--- config.mk ---
export PLATFORM = sky130hd
export DESIGN_NAME = fkbr_outq
export DESIGN_NICKNAME = d
export VERILOG_FILES = /design/src/rtl/core/assert_macros.svh /design/src/rtl/core/fkbr_pkg.sv /design/src/rtl/core/fkbr_outq.sv
export SDC_FILE = /design/constraint.sdc
export NUM_CORES = 1
export LEC_CHECK = 0
export BUFFER_PORTS_ARGS = -buffer_cell sky130_fd_sc_hd__buf_2
export CORE_ASPECT_RATIO = 0.8
export CORE_MARGIN = 2
export CORE_UTILIZATION = 45
export DETAILED_ROUTE_END_ITERATION = 8
export PLACE_DENSITY = 0.7
export SLEW_MARGIN = 20
export SYNTH_ARGS = -nofsm -noshare
export SYNTH_HDL_FRONTEND = slang
export SYNTH_SLANG_ARGS = --single-unit
--- constraint.sdc ---
create_clock -name clk -period 2.8 [get_ports clk]
set_input_delay 0.28 -clock clk [delete_from_list [all_inputs] [get_ports clk]]
set_output_delay 0.28 -clock clk [all_outputs]
set_load 0.02 [all_outputs]
--- src/rtl/core/assert_macros.svh ---
// Assertion macros shared by the framed key block receiver RTL.
`ifndef ASSERT_MACROS_SVH
`define ASSERT_MACROS_SVH

// Same-cycle implication, sampled on clk and disabled during rst.
`define FKBR_ASSERT_SAME(name, pre, post) \
  name: assert property (@(posedge clk) disable iff (rst) (pre) |-> (post)) \
    else $error("receiver check failed in the same cycle");

// Next-cycle implication, sampled on clk and disabled during rst.
`define FKBR_ASSERT_NEXT(name, pre, post) \
  name: assert property (@(posedge clk) disable iff (rst) (pre) |=> (post)) \
    else $error("receiver check failed one cycle later");

`endif

--- src/rtl/core/fkbr_pkg.sv ---
// Shared commands and result type of the framed key block receiver.
package fkbr_pkg;

  // Command codes carried by each input beat.
  localparam logic [1:0] CMD_BYTE    = 2'd0;
  localparam logic [1:0] CMD_RELEASE = 2'd1;
  localparam logic [1:0] CMD_READ    = 2'd2;
  localparam logic [1:0] CMD_CLEAR   = 2'd3;

  // One result beat.
  typedef struct packed {
    logic [7:0] read_byte;
    logic       read_ok;
    logic       keys_ready;
    logic [6:0] keys_count;
    logic [7:0] message_length;
    logic       receiving;
  } result_t;

endpackage

--- src/rtl/core/fkbr_outq.sv ---
// Two-entry result queue between the result stage and the output port.
module fkbr_outq import fkbr_pkg::*; (
  input  logic    clk,
  input  logic    rst,
  input  logic    push,
  input  result_t push_data,
  output logic    space,
  output logic    result_valid,
  input  logic    result_ready,
  output result_t head
);

  result_t    entries [2];
  logic [1:0] count;
  logic       wr_ptr;
  logic       rd_ptr;
  logic       pop;

  assign space        = (count != 2'd2);
  assign result_valid = (count != 2'd0);
  assign pop          = result_valid && result_ready;
  assign head         = entries[rd_ptr];

  // Entry storage.
  always_ff @(posedge clk) begin
    if (push) begin
      entries[wr_ptr] <= push_data;
    end
  end

  // Pointers and fill level.
  always_ff @(posedge clk) begin
    if (rst) begin
      count  <= 2'd0;
      wr_ptr <= 1'b0;
      rd_ptr <= 1'b0;
    end else begin
      if (push) begin
        wr_ptr <= ~wr_ptr;
      end
      if (pop) begin
        rd_ptr <= ~rd_ptr;
      end
      if (push && !pop) begin
        count <= count + 2'd1;
      end else if (pop && !push) begin
        count <= count - 2'd1;
      end
    end
  end

endmodule

# [After elaboration in Yosys (flattened, before gate mapping)]
# Memory sizes are Yosys's and may differ from the RTL's. A register that Yosys moved wholly into a read port is not among the register bits.
# Index checks and enable logic that the tools add are counted.
[op_classes] addsub=2 mul=0 div=0 order_cmp=0 eq_ne=1 n_shift=0 muxes=6 bitwise=2 reduce_logical=7
[op_table] op="$mux 1" count=4
[op_table] op="$mux 2" count=2
[op_table] op="$reduce_bool 2->1" count=2
[op_table] op="$logic_and 1x1->1" count=3
[op_table] op="$add 2x1->2 const B" count=1
[op_table] op="$logic_not 1->1" count=2
[op_table] op="$ne 2x2->1 const B" count=1
[op_table] op="$not 1->1" count=2
[op_table] op="$sub 2x1->2 const B" count=1
[totals] ff_bits=4 latch_bits=0 mem_bits_rw=52 romBits=0 inputBits=30 output_inout_bits=28 n_memories=1
[mem_list] name="entries" depth=2 width=26 read_ports=1 rd_clocked_by_memory_dff=1 wr=1 line="fkbr_outq.sv:13" source="result_t entries [2];"

# [Logic depth before layout (Yosys ltp)]
[logic_depth] ltp_word=5 ltp_mapped=5 depth_no_buf=5

# [Worst setup path after synthesis]
# Ideal clock, no wire load.
[synth_path] path_kind="reg-to-reg" start="register wr_ptr" end="memory entries[0][0] in the netlist's numbering (enable)" setup_time_ps=412 arrival_time_ps=1504 setup_slack_ps=884 path_stages_with_launch=2 period_less_slack_ps=1916 path_cell_list="dfxtp_1 > nor2b_1"
[synth_lines] item="start: declaration" line="fkbr_outq.sv:15" source="logic wr_ptr;"
[synth_lines] item="start signal: assignment" line="fkbr_outq.sv:39" source="wr_ptr <= ~wr_ptr;"
[synth_lines] item="end: declaration" line="fkbr_outq.sv:13"
# Straight into the memory's write port.

==> reports/metrics.yaml <==
setup_viol: 0
syn-cell-area_um2: 2083
grt_start_max_net_pins: 27
irDropWorstVdd_uv: 473.0
grt_pass1_wl_um: 5326
yosys_warnings: 0
io_pins: 58
cts.clk_slew.worst_paths_ns: 0.06
antennaDiodeCount: 0
outcome: "completed"
worst_pin_slew_ns: 0.5836
synthCells: 103
cts.sinks: 57
final_util_pct: 58.09
period_share_pct: 69.54
relSlewSlack_pct: 60.92
track_usage_pct: 14.69
die_w_um: 80.07
cts_htree_levels: 3
hold_class: "input pin to flip-flop"
floorplan.initialDensity_pct: 46.15
synthesis.nets: 134
grt-ovfl-total: 0
arrival_ns: 1.67
place_ws_ns: 1.148
ys_types: 16
fin_area_um2: 2623
route.detailed.drc: 0
fmax_mhz: 513.6
core_area_um2: 4514
rsz0062_at_grt: "no"
p_leak_nw: 1.001
drt-pass1-iter-count: 4
cts_buffers: 9
final_nets: 202
dpl.hpwl_um: 2286
wl_per_cell_um: 14.54
power_switching_mw: 0.6695
r2r_setup_slack_ns: 1.24
cts-root-buf: "clkbuf_8"
tns_ns: 0
viasPerCell: 4.826
drv_slew: 0
syn_to_final_growth_pct: 25.89
die-height_um: 64.86
cts_tree: "built"
seq_power_share_pct: 45.1
grt_pass1_vias: 1173
synth_area_per_cell_um2: 20.23
place_area_um2: 2449
endpoint_kind: "primary output"
wl_um: 3417
antenna_found_initial: 0
p_total_mw: 2.337
clock_skew_ns: 0.003436
power_frac_clock_pct: 28.7
switching_share_pct: 28.65
cellPowerDensity_nw_per_um2: 891.2
cts_resized: 0
antenna_left: 0
synth_seq_cells: 57
critPathKind: "flip-flop to primary output"
power_frac_comb_pct: 26.2
cap_violations: 0
start_kind: "flip-flop"
clock_latency_ns: 0.32
post-cts-setup-buffer-count: 0
hold_violations: 0
holdBufCountCts: 0
critical_path_required_ns: 2.52
p_int_mw: 1.668
drt-initial-drc-count: 24
ys_seq_area_share_pct: 79.76
layout-drive-gt1-share_pct: 56.57
row_count: 22
gp_congestion: 0.6939
io_buffers: 57
vias: 1134
dieArea_um2: 5193
setup_slack_ns: 0.8530
worstPathMaxFanout: 21
fin_crit_ns: 1.947
cts_max_path_buffers: 2
[layer usage]
layer,up-vias,GRT usage (%),routed length [µm]
met5,-,0,0
met4,0,6.356,27
met3,6,9.192,306
met2,46,22.92,1621
met1,551,15.91,1462
li1,531,-,-
[power by group through the flow]
| stage | Clock (mW) | Combinational (mW) | Sequential, mW |
|---|---|---|---|
| after floorplan | 0 | 0.458 | 1.05 |
| after global placement | 0 | 0.605 | 1.06 |
| after detailed placement | 0 | 0.618 | 1.07 |
| after CTS | 0.699 | 0.621 | 1.05 |
| after global routing | 0.736 | 0.654 | 1.06 |
| final | 0.671 | 0.612 | 1.05 |
[layout by cell type (no fill, tap or decap)]
cell       count
nor2_1         4
o21ai_0        2
nor2b_2        1
xnor2_1        1
buf_2         57
clkinv_2       1
ha_1           1
clkbuf_8       9
clkinv_1       4
or2_2          1
and2_1         1
buf_4          3
mux2_2        26
or3_1          1
edfxtp_1      52
dfxtp_1        5
nand2b_1       1
a21oi_1        1
xor2_1         3
bufinv_16      1
[synthesized netlist by cell type]
| cell type | count | area (µm²) |
|---|---|---|
| xor2_1 | 3 | 26.28 |
| a21oi_1 | 1 | 5.000 |
| or2_2 | 1 | 6.260 |
| ha_1 | 1 | 12.51 |
| mux2_2 | 26 | 292.8 |
| edfxtp_1 | 52 | 1562 |
| dfxtp_1 | 5 | 100.1 |
| and2_1 | 1 | 6.260 |
| xnor2_1 | 1 | 8.760 |
| buf_2 | 1 | 5.000 |
| nor2b_1 | 1 | 6.260 |
| nand2b_1 | 1 | 6.260 |
| nor2_1 | 4 | 15.01 |
| o21ai_0 | 2 | 10.01 |
| or3_1 | 1 | 6.260 |
| buf_4 | 2 | 15.01 |
[path summary, 6_finish.rpt]
check	cells past startpoint	endpoint	from
max	3	head[15]	flip-flop
min	1	entries[0][6]	push_data[6]
min reg2reg	2	rd_ptr	rd_ptr
max reg2reg	4	count[1]	count[0]
[sequential cells by signal, summed over array words and instances (netlist names), named ones only]
| name | count |
|---|---|
| count | 2 |
| entries | 52 |
| rd_ptr | 1 |
| wr_ptr | 1 |
[stage by stage]
stage,hold slack [ns],std cells
2_1_floorplan,0.3491,103
3_3_place_gp,0.4684,220
3_5_place_dp,0.4728,220
4_1_cts,0.1168,235
5_1_grt,0.1161,235
6_report,0.1426,235
[worst max-delay path, stage by stage (launching register included)]
cell and delay, ns:
dfxtp_1 0.45, buf_4 0.35, mux2_2 0.38, buf_2 0.16
[kinds of logic (layout without fill, tap and decap cells)]
logic type,Yosys count,in the layout,synth area share (%)
AO/OA/AOI/OAI,3,3,0.7205
XOR/XNOR,4,4,1.682
adder cells (fa/ha/maj),1,1,0.6005
buffers and inverters,3,75,0.9605
flip-flops,57,57,79.76
multiplexers,26,26,14.05
AND/OR/NAND/NOR,9,9,2.223
[cell type report]
type,count,area [µm²]
Clock buffer,9,123.9
Tap cell,60,75.07
Clock inverter,6,50.05
Fill cell,371,1892
Sequential cell,57,1662
Timing Repair Buffer,60,307.8
Multi-Input combinational cell,43,404.1
(Power assumes the default switching activity.)
