==> src/rtl/core/assert_macros.svh <==
// Assertion macros shared by the framed key block receiver RTL.
`ifndef ASSERT_MACROS_SVH
`define ASSERT_MACROS_SVH

// Same-cycle implication, sampled on clk and disabled during rst.
`define FKBR_ASSERT_SAME(name, pre, post) \
  name: assert property (@(posedge clk) disable iff (rst) (pre) |-> (post)) \
    else $error("receiver check failed in the same cycle");

// Next-cycle implication, sampled on clk and disabled during rst.
`define FKBR_ASSERT_NEXT(name, pre, post) \
  name: assert property (@(posedge clk) disable iff (rst) (pre) |=> (post)) \
    else $error("receiver check failed one cycle later");

`endif

==> src/rtl/core/fkbr_pkg.sv <==
// Shared commands and result type of the framed key block receiver.
package fkbr_pkg;

  // Command codes carried by each input beat.
  localparam logic [1:0] CMD_BYTE    = 2'd0;
  localparam logic [1:0] CMD_RELEASE = 2'd1;
  localparam logic [1:0] CMD_READ    = 2'd2;
  localparam logic [1:0] CMD_CLEAR   = 2'd3;

  // One result beat.
  typedef struct packed {
    logic [7:0] read_byte;
    logic       read_ok;
    logic       keys_ready;
    logic [6:0] keys_count;
    logic [7:0] message_length;
    logic       receiving;
  } result_t;

endpackage

==> src/rtl/core/fkbr_ctrl.sv <==
// Frame state machine, header capture and key store addressing.
module fkbr_ctrl import fkbr_pkg::*; #(
  parameter int MAX_BLOCKS = 64,
  parameter int KEY_BYTES  = 16,
  localparam int DEPTH     = MAX_BLOCKS * KEY_BYTES,
  localparam int ADDR_W    = (DEPTH > 1) ? $clog2(DEPTH) : 1
) (
  input  logic              clk,
  input  logic              rst,
  input  logic              accept,
  input  logic [1:0]        command,
  input  logic [7:0]        data_byte,
  input  logic [5:0]        read_block,
  input  logic [3:0]        read_offset,
  output logic              wr_en,
  output logic [ADDR_W-1:0] wr_addr,
  output logic [7:0]        wr_data,
  output logic              rd_en,
  output logic [ADDR_W-1:0] rd_addr,
  output result_t           info
);

  localparam int BYTE_W = (KEY_BYTES > 1) ? $clog2(KEY_BYTES) : 1;
  localparam int BLK_W  = $clog2(MAX_BLOCKS + 1);
  localparam int CMP_W  = (BLK_W > 6) ? BLK_W : 6;
  localparam int MUL_W  = ADDR_W + 7;

  localparam logic [1:0] PH_IDLE     = 2'd0;
  localparam logic [1:0] PH_HEADER   = 2'd1;
  localparam logic [1:0] PH_KEYS     = 2'd2;
  localparam logic [1:0] PH_COMPLETE = 2'd3;

  logic [1:0]        phase, phase_next;
  logic [BYTE_W-1:0] byte_position, byte_position_next;
  logic [BLK_W-1:0]  block_position, block_position_next;
  logic [BLK_W-1:0]  blocks_expected, blocks_expected_next;
  logic [7:0]        length_byte, length_byte_next;
  logic [7:0]        header_first, header_first_next;
  logic              complete_flag, complete_flag_next;
  logic [BLK_W-1:0]  count_done, count_done_next;

  logic [BYTE_W:0]   byte_inc;
  logic [BLK_W-1:0]  block_inc;
  logic [BLK_W-1:0]  count_clamped;
  logic [MUL_W-1:0]  wr_index;
  logic [MUL_W-1:0]  rd_index;
  logic              key_write;
  logic              read_ok;

  assign byte_inc  = {1'b0, byte_position} + (BYTE_W + 1)'(1);
  assign block_inc = block_position + BLK_W'(1);
  assign count_clamped = (9'(data_byte) > 9'(MAX_BLOCKS)) ? BLK_W'(MAX_BLOCKS)
                                                           : BLK_W'(data_byte);

  // Store addresses: block times key size plus byte offset.
  assign wr_index = MUL_W'(block_position) * MUL_W'(KEY_BYTES) + MUL_W'(byte_position);
  assign rd_index = MUL_W'(read_block) * MUL_W'(KEY_BYTES) + MUL_W'(read_offset);
  assign wr_addr  = wr_index[ADDR_W-1:0];
  assign rd_addr  = rd_index[ADDR_W-1:0];
  assign wr_data  = data_byte;

  // A key byte is stored only while announced blocks remain.
  assign key_write = (command == CMD_BYTE) && (phase == PH_KEYS) &&
                     (block_position < blocks_expected);
  assign wr_en = accept && key_write;

  // A read succeeds only on a complete frame and within the announced blocks.
  assign read_ok = (command == CMD_READ) && complete_flag &&
                   (CMP_W'(read_block) < CMP_W'(blocks_expected)) &&
                   (7'(read_offset) < 7'(KEY_BYTES));
  assign rd_en = accept && read_ok;

  // Next state for the accepted beat.
  always_comb begin
    phase_next           = phase;
    byte_position_next   = byte_position;
    block_position_next  = block_position;
    blocks_expected_next = blocks_expected;
    length_byte_next     = length_byte;
    header_first_next    = header_first;
    complete_flag_next   = complete_flag;
    count_done_next      = count_done;
    case (command)
      CMD_BYTE: begin
        if (phase == PH_IDLE || phase == PH_HEADER) begin
          if (phase == PH_IDLE || byte_position == '0) begin
            // First header byte; a frame start also rewinds the positions.
            phase_next          = PH_HEADER;
            header_first_next   = data_byte;
            byte_position_next  = BYTE_W'(1);
            block_position_next = '0;
          end else begin
            phase_next           = PH_KEYS;
            length_byte_next     = header_first;
            blocks_expected_next = count_clamped;
            byte_position_next   = '0;
            block_position_next  = '0;
          end
        end else if (key_write) begin
          if (byte_inc >= (BYTE_W + 1)'(KEY_BYTES)) begin
            byte_position_next  = '0;
            block_position_next = block_inc;
            count_done_next     = block_inc;
            if (block_inc >= blocks_expected) begin
              phase_next         = PH_COMPLETE;
              complete_flag_next = 1'b1;
            end
          end else begin
            byte_position_next = byte_inc[BYTE_W-1:0];
          end
        end
      end
      CMD_RELEASE: begin
        if (phase != PH_COMPLETE) begin
          phase_next = PH_IDLE;
        end
      end
      CMD_READ: begin
        phase_next = phase;
      end
      default: begin
        phase_next           = PH_IDLE;
        byte_position_next   = '0;
        block_position_next  = '0;
        blocks_expected_next = '0;
        length_byte_next     = '0;
        header_first_next    = '0;
        complete_flag_next   = 1'b0;
        count_done_next      = '0;
      end
    endcase
  end

  // Frame state registers.
  always_ff @(posedge clk) begin
    if (rst) begin
      phase           <= PH_IDLE;
      byte_position   <= '0;
      block_position  <= '0;
      blocks_expected <= '0;
      length_byte     <= '0;
      header_first    <= '0;
      complete_flag   <= 1'b0;
      count_done      <= '0;
    end else if (accept) begin
      phase           <= phase_next;
      byte_position   <= byte_position_next;
      block_position  <= block_position_next;
      blocks_expected <= blocks_expected_next;
      length_byte     <= length_byte_next;
      header_first    <= header_first_next;
      complete_flag   <= complete_flag_next;
      count_done      <= count_done_next;
    end
  end

  // Result fields after the update; the key byte joins them in the result stage from the store read port.
  always_ff @(posedge clk) begin
    if (accept) begin
      info.read_byte      <= 8'd0;
      info.read_ok        <= read_ok;
      info.keys_ready     <= complete_flag_next;
      info.keys_count     <= 7'(count_done_next);
      info.message_length <= length_byte_next;
      info.receiving      <= (command == CMD_BYTE);
    end
  end

endmodule

==> config.mk <==
export PLATFORM = sky130hd
export DESIGN_NAME = fkbr_ctrl
export DESIGN_NICKNAME = d
export VERILOG_FILES = /design/src/rtl/core/assert_macros.svh /design/src/rtl/core/fkbr_pkg.sv /design/src/rtl/core/fkbr_ctrl.sv
export SDC_FILE = /design/constraint.sdc
export NUM_CORES = 1
export LEC_CHECK = 0
export ABC_CLOCK_PERIOD_IN_PS = 3100
export BUFFER_PORTS_ARGS = -buffer_cell sky130_fd_sc_hd__buf_2
export CAP_MARGIN = 20
export CORE_MARGIN = 4
export CORE_UTILIZATION = 40
export CTS_CLUSTER_DIAMETER = 50
export DETAILED_ROUTE_END_ITERATION = 8
export GPL_TIMING_DRIVEN = 0
export SYNTH_ARGS = -nofsm -noshare
export SYNTH_HDL_FRONTEND = slang
export SYNTH_SLANG_ARGS = --single-unit
==> constraint.sdc <==
create_clock -name clk -period 3.1 [get_ports clk]
set_input_delay 0.62 -clock clk [delete_from_list [all_inputs] [get_ports clk]]
set_output_delay 0.62 -clock clk [all_outputs]
set_load 0.005 [all_outputs]
Word-level counts from Yosys, hierarchy flattened. Index checks and enable logic that the tools add are counted. Widths: inputs -> output; s select.

Input bits: 23. Register bits after elaboration: 62. Logic and storage cells: 88. Output and inout bits: 56.

Bitwise logic cells: 2. Order comparisons: 5. Reductions and logical operators: 17. Add/sub/neg operators: 4. Eq/ne operators: 12. Muxes and demuxes: 35.

Operator list (count): $mux 7 (9); $pmux 7 s2 (3); $mux 8 (4); $pmux 8 s2 (2); $add 10x4->10 (2); $mux 2 (6); $mux 4 (3); $reduce_and 4->1 (3); $ne 2x2->1 const B (5); $ne 3x3->1 const B (3); $gt 8x7->1 const B (1); $pmux 4 s2 (1); $add 7x1->7 const B (1); $ge 7x7->1 (1); $lt 6x7->1 (1); $lt 7x7->1 (1); $logic_and 1x1->1 (6); $pmux 2 s3 (1); $reduce_and 6->1 (1); $add 4x1->5 const B (1); $ge 5x5->1 const B (1); $mux 1 (5); $eq 2x1->1 const B (2); $eq 2x2->1 const B (2); other kinds (7) (10).

Longest topological paths before layout.
Word-level depth: 7. Gate-level depth with buffers: 11.

Least setup slack after synthesis. OpenSTA, ideal clock, no wires.

Path type: reg2reg. From: register block_position[0]. To: register phase[0]. Library setup time: 0.121 ns. Slack: 0.599 ns. Cell stages (with the launch flop): 12. Period minus slack after synthesis: 2.501 ns. Data arrival time: 2.380 ns. Cells stage by stage: dfxtp_1 ha_1 nand3_1 nor2_1 xnor2_1 inv_1 ha_1 a21oi_1 and3_1 o21ai_0 a31oi_1 mux2_2.

Longest elaborated chain between the ends: 4. Elaborated cells on any way between the ends: 7. Classes of those cells: 1 x add/sub; 2 x order compare; 2 x eq/ne; 2 x reduce/logical.

Ends and longest elaborated chain: start, declared (RTL line fkbr_ctrl.sv:35) `logic [BLK_W-1:0] block_position, block_position_next;`; start signal, assigned (RTL line fkbr_ctrl.sv:148) `block_position <= block_position_next;`; $add 7x1->7 / $lt 7x7->1 (equally long branches) (RTL line fkbr_ctrl.sv:51, fkbr_ctrl.sv:64); $ge 7x7->1 / $logic_and 1x1->1 (equally long branches) (RTL line fkbr_ctrl.sv:104, fkbr_ctrl.sv:63); $ne 3x3->1 (no line); $reduce_and 6->1 (no line) (*); end signal, assigned (RTL line fkbr_ctrl.sv:146) `phase <= phase_next;`; end, declared (RTL line fkbr_ctrl.sv:33) `logic [1:0] phase, phase_next;`.

Mark *: on every way between the ends. The rest lies on a longest branch, timed or not. A chain may end at the register's enable or synchronous reset.

Final worst setup path.
From: register block_position[1]. To: register phase[0].

The elaborated chain is that of the path after synthesis.

==> metrics.md <==
| Metric | Value |
|---|---|
| Status | completed |
| Critical Path Start Type | flip-flop |
| Clock root buffer | clkbuf_8 |
| Actual slew at the worst max-slew pin | 0.893 ns |
| Vias per cell | 5.16 |
| Clk buf depth | 2 |
| Num CTS Buffers | 9 |
| Synth Register Bits | 62 |
| Final hold violation count | 0 |
| Mean routed wirelength per cell | 15.1 µm |
| Hold buffers post-CTS | 0 |
| Peak VDD IR | 0.000178 V |
| Clk sinks | 62 |
| Sw frac | 25.3% |
| Register area share after synthesis | 41.3% |
| Slew headroom | 40.0% |
| Net switching component of the power | 434 µW |
| Synth Area in Adders | 9.45% |
| Slew Viols, Final | 0 |
| Post-Synth Simple-Gate Area | 16.4% |
| Post-synth top area cell | dfxtp_1 |
| Die H | 101 µm |
| Setup Buffers After CTS | 0 |
| Port Buffers | 66 |
| Via count | 2,888 |
| Clock Latency Late Sink | 0.35 ns |
| Sequential Power Share | 49.6% |
| Data required time of the worst path | 3.33 ns |
| Nets | 499 |
| Initial antenna violation count | 0 |
| Initial Util | 41.5% |
| Clk pwr share | 40.1% |
| Leakage | 1.75 nW |
| Final Core Density | 49.6% |
| Die ar. | 10,100 µm² |
| Ant diodes | 0 |
| Fraction of layout cells with a size suffix above 1 | 28.8% |
| Area of the multi-input gates | 1670 µm² |
| Storage element area | 1420 µm² |
| Synthesized area | 3440 µm² |
| Fillers | 801 |
| Tot Pwr | 1.72 mW |
| GPL Wtd Cong | 0.812 |
| Skew final | 0.00790 ns |
| Total wire length | 8480 µm |
| Total track usage | 17.8% |
| RSZ-0062 raised after global routing | no |
| Ports | 79 |
| Post-synthesis mux area share | 0.327% |
| Hold Crit Class | reg2reg |
| Clock-pin slew on the worst setup and hold paths | 0.07 ns |
| CP max-delay cell | dfxtp_1 |
| Post-Route Setup TNS | 0 ns |
| WHS | 0.455 ns |
| Yosys warning total | 0 |
| Number of global-route vias before repair | 2,857 |
| Prevailing post-synth register cell | dfxtp_1 |
| Max incr delay on CP | 0.45 ns |
| Largest family of logic cells by synthesized area | compound AO/OA/AOI/OAI gates |
| Tmin final | 2.93 ns |
| Crit path cell chain | ha_1, nand3_1, nor2_1, xnor2_1, inv_1, ha_1, a21oi_1, and3_1, o21ai_0, a31oi_1, mux2_2 |
| Synth top area cells | dfxtp_1 (26%), edfxtp_1 (16%), ha_1 (9.5%) |
| Die W | 101 µm |
| Internal Power | 1.28 mW |
| Tcrit/Tclk final | 94.5% |
| Synth Area in Compound Gates | 20.2% |
| First drt pass iteration count | 5 |
| Site Rows | 33 |
| Final setup viols | 0 |
| Cell Pwr Density | 417 nW/µm² |
| Worst path arrival time | 3.16 ns |
| Netlist cell types | 51 |
| Top delay family on crit path | adder cells |
| Synth Instances | 366 |
| Grt ovf | 0 |
| DRC viols | 0 |
| PostCTS Resize Cnt | 0 |
| Synth top area share | 25.6% |
| Comb pwr share | 10.3% |
| CP endpoint kind | flip-flop |
| Crit-path most repeated cell | ha_1 |
| Max_cap viols | 0 |
| Area growth syn-to-layout | 19.7% |
| CP max FO | 6 |
| First-pass GRT wire length | 14,000 µm |
| DP Wirelength | 6380 µm |
| H-tree level count | 3 |
| Ys async rst share | 0% |
| Fmax | 341 MHz |
| Initial DRC count | 194 |
| Antenna Nets Post-Route | 0 |
| EDFF count, synth | 18 |
| Largest net degree at the start of global routing | 23 |
| XOR/XNOR Fraction of Synth Area | 1.27% |
| CTS tree | built |
| Critical path buffers and inverters | 1 |
| CORE AREA | 8300 µm² |
| Syn_area_per_cell | 9.40 µm² |
| Crit Path Category | reg2reg |
==> layout by cell type (no fill, tap or decap), types with 2 or more instances in the layout <==
master | Yosys | layout
conb_1 | 1 | 8
or4_1 | 2 | 2
clkbuf_1 | 9 | 9
nand3b_1 | 2 | 2
a211oi_2 | 2 | 2
xor2_1 | 3 | 3
nand3_1 | 20 | 20
a31oi_1 | 4 | 4
a21o_1 | 5 | 5
ha_1 | 26 | 26
nand2b_1 | 11 | 11
inv_1 | 21 | 21
clkinvlp_4 | 0 | 2
clkbuf_8 | 0 | 9
nand2_1 | 19 | 19
dfxtp_1 | 44 | 43
o21ai_0 | 7 | 7
buf_2 | 3 | 69
o21a_1 | 2 | 2
clkinv_2 | 0 | 4
nor3_1 | 4 | 4
a22o_1 | 8 | 8
and2_1 | 2 | 2
xnor2_1 | 2 | 2
buf_4 | 33 | 33
nand4b_1 | 2 | 2
a21oi_1 | 31 | 31
edfxtp_1 | 18 | 18
nor2_1 | 28 | 28
o31ai_1 | 3 | 3
nor2b_1 | 2 | 2
a32o_1 | 2 | 2
nand4_1 | 6 | 6
a22oi_1 | 15 | 15
o2bb2ai_1 | 10 | 10
==> metal layers <==
metal	global-route usage [%]	wire, µm
met4	5.80	110
met3	3.94	463
met2	28.7	3990
met1	23.6	3910
met5	0	0
==> sequential cells by signal, indices dropped and copies added, names as in the netlist <==
register,cells
info,18
blocks_expected,7
block_position,7
header_first,8
length_byte,8
phase,2
byte_position,4
complete_flag,1
count_done,7
==> cell usage after synthesis (6+ instances only) <==
cell type   n
edfxtp_1   18
ha_1       26
clkbuf_1    9
o21ai_0     7
a21oi_1    31
o2bb2ai_1  10
nand2_1    19
nand3_1    20
buf_4      33
inv_1      21
dfxtp_1    44
nor2_1     28
a22oi_1    15
nand4_1     6
nand2b_1   11
a22o_1      8
==> logic make-up after synthesis <==
family,Yosys count
xor+xnor,5
mux,1
flops,62
fa+ha+maj,26
other cells,1
compound gates,99
simple gates,106
buf+inv,66
==> stage by stage <==
stage	cell area, µm²	setup WS [ns]	std cells
finish	4120	0.169	560
global route	4120	0.0131	560
CTS	4120	0.106	560
detailed placement	3930	0.119	544
global placement	3930	0.181	544
floorplan	3470	0.599	373
==> worst register-to-register path, delay by kind of cell (launching register included) <==
kind | cells | cell delay, ns
mux | 1 | 0.35
fa+ha+maj | 2 | 0.64
simple gates | 3 | 0.47
xor+xnor | 1 | 0.21
buf+inv | 1 | 0.12
flops | 1 | 0.45
compound gates | 3 | 0.59
==> power groups by stage <==
| stage | clock, mW | combinational (mW) | sequential (mW) |
|---|---|---|---|
| finish | 0.689 | 0.177 | 0.853 |
| global route | 0.739 | 0.200 | 0.854 |
| CTS | 0.704 | 0.179 | 0.853 |
| detailed placement | 0 | 0.177 | 0.871 |
| global placement | 0 | 0.176 | 0.871 |
| floorplan | 0 | 0.104 | 0.872 |
==> final timing paths <==
kind	startpoint	to	slack, ns	cells past startpoint
setup reg to reg	block_position[1]$_SDFFE_PP0P_	phase[0]$_SDFFE_PP0P_	0.17	11
setup / recovery	block_position[1]$_SDFFE_PP0P_	phase[0]$_SDFFE_PP0P_	0.17	11
hold reg to reg	blocks_expected[3]$_SDFFE_PP0P_	blocks_expected[3]$_SDFFE_PP0P_	0.45	2
hold / removal	blocks_expected[3]$_SDFFE_PP0P_	blocks_expected[3]$_SDFFE_PP0P_	0.45	2
==> area by class of cell <==
| class | instances | share of cell area, % |
|---|---|---|
| multi-input combinational | 245 | 40.6 |
| sequential | 62 | 34.5 |
| timing repair buffer | 66 | 8.02 |
| buffer | 45 | 7.20 |
| tap | 105 | 3.19 |
| clock buffer | 9 | 3.01 |
| inverter | 21 | 1.91 |
| clock inverter | 7 | 1.58 |
Note: power is estimated with default switching activity, not from simulation.
